===== config.mk =====
export PLATFORM = sky130hd
export DESIGN_NAME = dss_time_unit
export DESIGN_NICKNAME = d
export VERILOG_FILES = /design/src/hdl/dss_pkg.sv /design/src/hdl/dss_time_unit.sv
export SDC_FILE = /design/constraint.sdc
export NUM_CORES = 1
export LEC_CHECK = 0
export BUFFER_PORTS_ARGS = -buffer_cell sky130_fd_sc_hd__clkbuf_2
export CORE_MARGIN = 2
export CORE_UTILIZATION = 40
export DETAILED_ROUTE_END_ITERATION = 7
export PLACE_DENSITY = 0.59
export SYNTH_ARGS = -nofsm -noshare
export SYNTH_HDL_FRONTEND = slang
export SYNTH_SLANG_ARGS = --single-unit

===== constraint.sdc =====
create_clock -name clk -period 3.85 [get_ports clk]
set_input_delay 0.385 -clock clk [delete_from_list [all_inputs] [get_ports clk]]
set_output_delay 0.385 -clock clk [all_outputs]
set_load 0.05 [all_outputs]

===== src/hdl/dss_pkg.sv =====
// Shared types, constants and helpers for the drum step sequencer.
// No dependencies; used by every module under hdl/.
`timescale 1ns / 1ps
`default_nettype none

package dss_pkg;

  localparam int STEPS         = 16;
  localparam int PATTERN_SLOTS = 32;
  localparam int BANK_SLOTS    = 16;
  localparam int NUM_INSTR     = 8;
  localparam int WORD_W        = NUM_INSTR + 1;
  localparam int STORE_DEPTH   = BANK_SLOTS * PATTERN_SLOTS * STEPS;
  localparam int ADDR_W        = $clog2(STORE_DEPTH);
  localparam int TIME_W        = 32;
  localparam int FIELD_W       = 7;
  localparam int TABLE_W       = NUM_INSTR * FIELD_W;
  localparam int KIDX_W        = $clog2(NUM_INSTR);

  localparam logic [TIME_W-1:0] OFF_DELAY  = TIME_W'(110);
  localparam logic [TIME_W-1:0] STEP_TICKS = TIME_W'(120);
  localparam logic [TIME_W-1:0] BAR_TICKS  = TIME_W'(1920);

  // input modes
  localparam logic [1:0] MODE_WRITE = 2'd0;
  localparam logic [1:0] MODE_PLAY  = 2'd1;
  localparam logic [1:0] MODE_REST  = 2'd2;

  // configuration register indexes
  localparam logic [2:0] CFG_SWING   = 3'd0;
  localparam logic [2:0] CFG_CHANNEL = 3'd1;
  localparam logic [2:0] CFG_NOTES   = 3'd2;
  localparam logic [2:0] CFG_VEL_NRM = 3'd3;
  localparam logic [2:0] CFG_VEL_ACC = 3'd4;

  localparam logic [5:0]         SWING_RST   = 6'd0;
  localparam logic [4:0]         CHANNEL_RST = 5'd10;
  localparam logic [TABLE_W-1:0] NOTES_RST   = TABLE_W'(56'd26082181674357540);
  localparam logic [TABLE_W-1:0] VEL_NRM_RST = TABLE_W'(56'd34042957813194300);
  localparam logic [TABLE_W-1:0] VEL_ACC_RST = TABLE_W'(56'd68085915626388600);

  typedef enum logic [2:0] {
    ST_CLEAR,
    ST_IDLE,
    ST_READ,
    ST_EMIT_ON,
    ST_EMIT_OFF,
    ST_ADVANCE
  } state_t;

  // operand select of the shared time adder
  typedef enum logic [2:0] {
    TOP_NONE,
    TOP_ON_EVEN,
    TOP_ON_ODD,
    TOP_OFF,
    TOP_STEP,
    TOP_BAR
  } time_op_t;

  typedef struct packed {
    logic              rd_en;
    logic [ADDR_W-1:0] rd_addr;
    logic              wr_en;
    logic [ADDR_W-1:0] wr_addr;
    logic [WORD_W-1:0] wr_data;
  } store_req_t;

  function automatic logic [FIELD_W-1:0] field7(input logic [TABLE_W-1:0] tab,
                                                input logic [KIDX_W-1:0] k);
    return tab[k*FIELD_W +: FIELD_W];
  endfunction

  function automatic logic in_range(input logic [3:0] bank, input logic [4:0] pat);
    return (32'(bank) < BANK_SLOTS) && (32'(pat) < PATTERN_SLOTS);
  endfunction

  function automatic logic [ADDR_W-1:0] store_addr(input logic [3:0] bank,
                                                   input logic [4:0] pat,
                                                   input logic [3:0] step);
    return ADDR_W'((32'(bank) * PATTERN_SLOTS + 32'(pat)) * STEPS + 32'(step));
  endfunction

endpackage

`default_nettype wire


===== src/hdl/dss_time_unit.sv =====
// Time counter and the one 32-bit adder shared by event times and the
// step/bar advance. Uses dss_pkg.
`timescale 1ns / 1ps
`default_nettype none

module dss_time_unit (
  input  wire logic                     clk,
  input  wire logic                     rst_n,
  input  wire dss_pkg::time_op_t        op,
  input  wire logic [5:0]               swing,
  output logic [dss_pkg::TIME_W-1:0]    sum
);

  logic [dss_pkg::TIME_W-1:0] time_r;
  logic [dss_pkg::TIME_W-1:0] time_nxt;
  logic [dss_pkg::TIME_W-1:0] operand;

  always_comb begin
    unique case (op)
      dss_pkg::TOP_ON_ODD: operand = dss_pkg::TIME_W'(swing);
      dss_pkg::TOP_OFF:    operand = dss_pkg::OFF_DELAY;
      dss_pkg::TOP_STEP:   operand = dss_pkg::STEP_TICKS;
      dss_pkg::TOP_BAR:    operand = dss_pkg::BAR_TICKS;
      default:             operand = '0;
    endcase
    sum      = time_r + operand;
    time_nxt = ((op == dss_pkg::TOP_STEP) || (op == dss_pkg::TOP_BAR)) ? sum : time_r;
  end

  always_ff @(posedge clk) begin
    if (!rst_n) begin
      time_r <= '0;
    end else begin
      time_r <= time_nxt;
    end
  end

endmodule

`default_nettype wire


==> results_dict.tcl <==
set metrics [dict create \
    rsz0062_at_grt "no" \
    cts_setup_buffers 0 \
    hold_path.class "reg -> reg" \
    start_util 0.419 \
    grtUsageTotal 0.185 \
    cell_internal_pwr_uw 510 \
    synthToLayoutAreaGrowth_pct 11.7 \
    critical_path_required_ns 3.46 \
    die_area_um2 7440 \
    syn_area_um2 2710 \
    ys.flop_type "dfxtp_1" \
    finalClockSkew_ns 0.0125 \
    wirelength_um 6650 \
    netSwitchingFraction 0.293 \
    rows 29 \
    clkPwrFrac 0.381 \
    startpoint_type "input pin" \
    grt_pass1_wl_um 11100 \
    path_max_fanout 13 \
    num-nets-final 389 \
    ys_top_cells_by_area "dfxtp_1 (24%), xnor2_1 (6.5%), mux2i_1 (6.3%), ha_1 (5.5%), nand2_1 (4.2%)" \
    dpl.hpwl_um 4980 \
    largest_register_ffs 32 \
    chipHeight_um 86.3 \
    finalNonFillerCells 443 \
    path_buf_inv 3 \
    diodes 0 \
    combPwrFrac 0.153 \
    io_buffers 42 \
    switching_power_uw 211 \
    fin_crit_sh 0.922 \
    max_freq_ghz 0.282 \
    synthesis.nets 354 \
    ys_types 63 \
    nFillCells 677 \
    placed_area_um2 2920 \
    cp_cell_sequence "clkbuf_2, inv_1, ha_1, nor2_1, o21ai_0, fa_1, nor2b_1, o2111ai_1, a21oi_1, o21a_4, o2111ai_1, xnor2_1, buf_2" \
    period_needed_ns 3.55 \
    synth_enable_flop_cells 0 \
    globalplace.congestion 0.860 \
    viasPerCell 5.59 \
    grt_antenna_before_repair 0 \
    ant_nets 0 \
    finish.instance_area_um2 3020 \
    yosysSeqAreaShare 0.237 \
    via_count 2477 \
    worstPathArrival_ns 3.16 \
    hold_viol 0 \
    synth_warnings 0 \
    total_power_uw 722 \
    drt_iter0_drc 169 \
    cpMostUsedCell "o2111ai_1" \
    dpl.cell_count 435 \
    drive_above_1_share 0.221 \
    status "completed" \
    drcViolationCount 0 \
    power_frac_seq 0.466 \
    drtPass1Iterations 4 \
    slowest_delay_ns 0.47 \
    coreArea_um2 6460 \
    whs_ns 0.496 \
    end_kind "output port" \
    grt_pass1_vias 2286 \
    cts_tree "done" \
    path_delay_family "compound AO/OA/AOI/OAI gates" \
    final_common_cell "clkbuf_2" \
    relSlewSlack 0.539 \
    cts.htree.levels 2 \
    ioPinCount 43 \
    slowest_stage "fa_1" \
    globalRoute.totalOverflow 0 \
    cap_viol_max_count 0 \
    clockBufferDepth 2 \
    routedWlPerCell_um 15.0 \
    crit_type "in -> out" \
    fin_tns_setup_ns 0 \
    synth.largest_area_cell "dfxtp_1" \
    largest_register "time_r" \
    p_leak_uw 0.00127 \
    worst_slew_pin_slew_ns 0.691 \
    largestRegisters "time_r x32" \
    clock-sinks 32 \
    slew_viol_final 0 \
    clkTransAtPathRegs_ns 0.07 \
    cts_buffers 5 \
    avgSynthCellArea_um2 8.20 \
    syn_inst 330 \
    layout_common_cells "clkbuf_2 (40), dfxtp_1 (32), nand2_1 (30), nor2_1 (23), xnor2_1 (20)" \
    grt_max_degree 29 \
    ir_worst_vdd_v 0.000172 \
    async_flop_share 0 \
    clk_latency_ns 0.29 \
    die_w_um 86.3 \
    setup-violations-final 0 \
    synth_top_area_frac 0.237 \
    synth_seq_cells 32 \
    cts-root-buf "clkbuf_8" \
    p_per_area_nw_per_um2 239 \
]
## layer usage
| layer | vias up | track usage | part of all wire |
|---|---|---|---|
| li1 | 1259 | - | - |
| met1 | 1150 | 0.276 | 0.52 |
| met2 | 60 | 0.273 | 0.43 |
| met3 | 8 | 0.0362 | 0.041 |
| met4 | 0 | 0.0469 | 0.012 |
| met5 | - | 0 | 0 |
## power by group through the flow
| stage | registers (uW) | clock network, uW | logic [uW] |
|---|---|---|---|
| 6_report | 336 | 275 | 111 |
| 5_1_grt | 336 | 299 | 121 |
| 2_1_floorplan | 343 | 0 | 83.8 |
| 4_1_cts | 336 | 284 | 112 |
| 3_5_place_dp | 344 | 0 | 111 |
| 3_3_place_gp | 344 | 0 | 111 |
## cells in the mapped netlist, types with 2 or more instances
cell / number
nor4_1: 2
ha_1: 12
nor3_1: 6
mux2i_1: 17
a21o_1: 3
nand2_1: 30
or4_1: 3
o41ai_1: 2
and3_1: 7
nor2_1: 23
buf_2: 7
o21ai_0: 11
a211oi_1: 2
nand4_1: 9
or3_1: 4
buf_1: 3
nor2_2: 2
nor3b_1: 2
and4_1: 2
o211ai_1: 2
nand2b_1: 12
a21oi_1: 19
a31o_2: 2
o211ai_2: 5
o22ai_1: 4
o2111ai_1: 3
nand3_1: 14
xnor2_1: 20
or4b_1: 2
nor2b_1: 4
o31ai_1: 3
inv_1: 9
clkbuf_1: 5
o21a_1: 4
buf_6: 3
o21ai_1: 2
and2_1: 2
dfxtp_1: 32
buf_4: 3
a21boi_0: 2
xor2_1: 9
## through the flow
| stage | worst slack [ns] | util |
|---|---|---|
| after floorplan | 0.110 | - |
| after CTS | 0.182 | 0.467 |
| after global routing | 0.0266 | 0.468 |
| final | 0.302 | 0.468 |
| after global placement | 0.293 | 0.453 |
| after detailed placement | 0.195 | 0.453 |
## cells by family (layout without fill, tap and decap cells)
logic type / after synthesis / count (layout) / synth area share
XOR/XNOR: 29 / 29 / 0.0938
AO/OA/AOI/OAI: 73 / 73 / 0.196
buffers and inverters: 33 / 69 / 0.0725
adder cells (fa/ha/maj): 13 / 13 / 0.0628
AND/OR/NAND/NOR: 133 / 133 / 0.275
multiplexers: 17 / 17 / 0.0628
flip-flops: 32 / 32 / 0.237
## cell type report
class,instances,area (um2),area share
multi-input combinational,265,1880,0.621
sequential,32,641,0.212
timing repair buffer,51,280,0.0927
tap,77,96.3,0.0319
clock buffer,6,82.6,0.0273
inverter,10,37.5,0.0124
clock inverter,2,10.0,0.00331
## worst min-delay path, delay by kind of cell (launching register included)
kind / cells / cell delay [ns]
AO/OA/AOI/OAI: 2 / 0.12
flip-flops: 1 / 0.33
## final timing paths
check,from,end,slack [ns],depth (start not counted)
worst max-delay path,op[1],sum[20],0.30,13
worst min register to register,time_r[31],time_r[31],0.50,2
worst max register to register,time_r[0],time_r[30],1.25,10
worst min-delay path,time_r[31],time_r[31],0.50,2
## timing repair
item	in CTS	in global routing
hold buffers	0	0
resized for setup	0	4
setup endpoints to repair	0	7
Power figures use the tool's default switching activity.
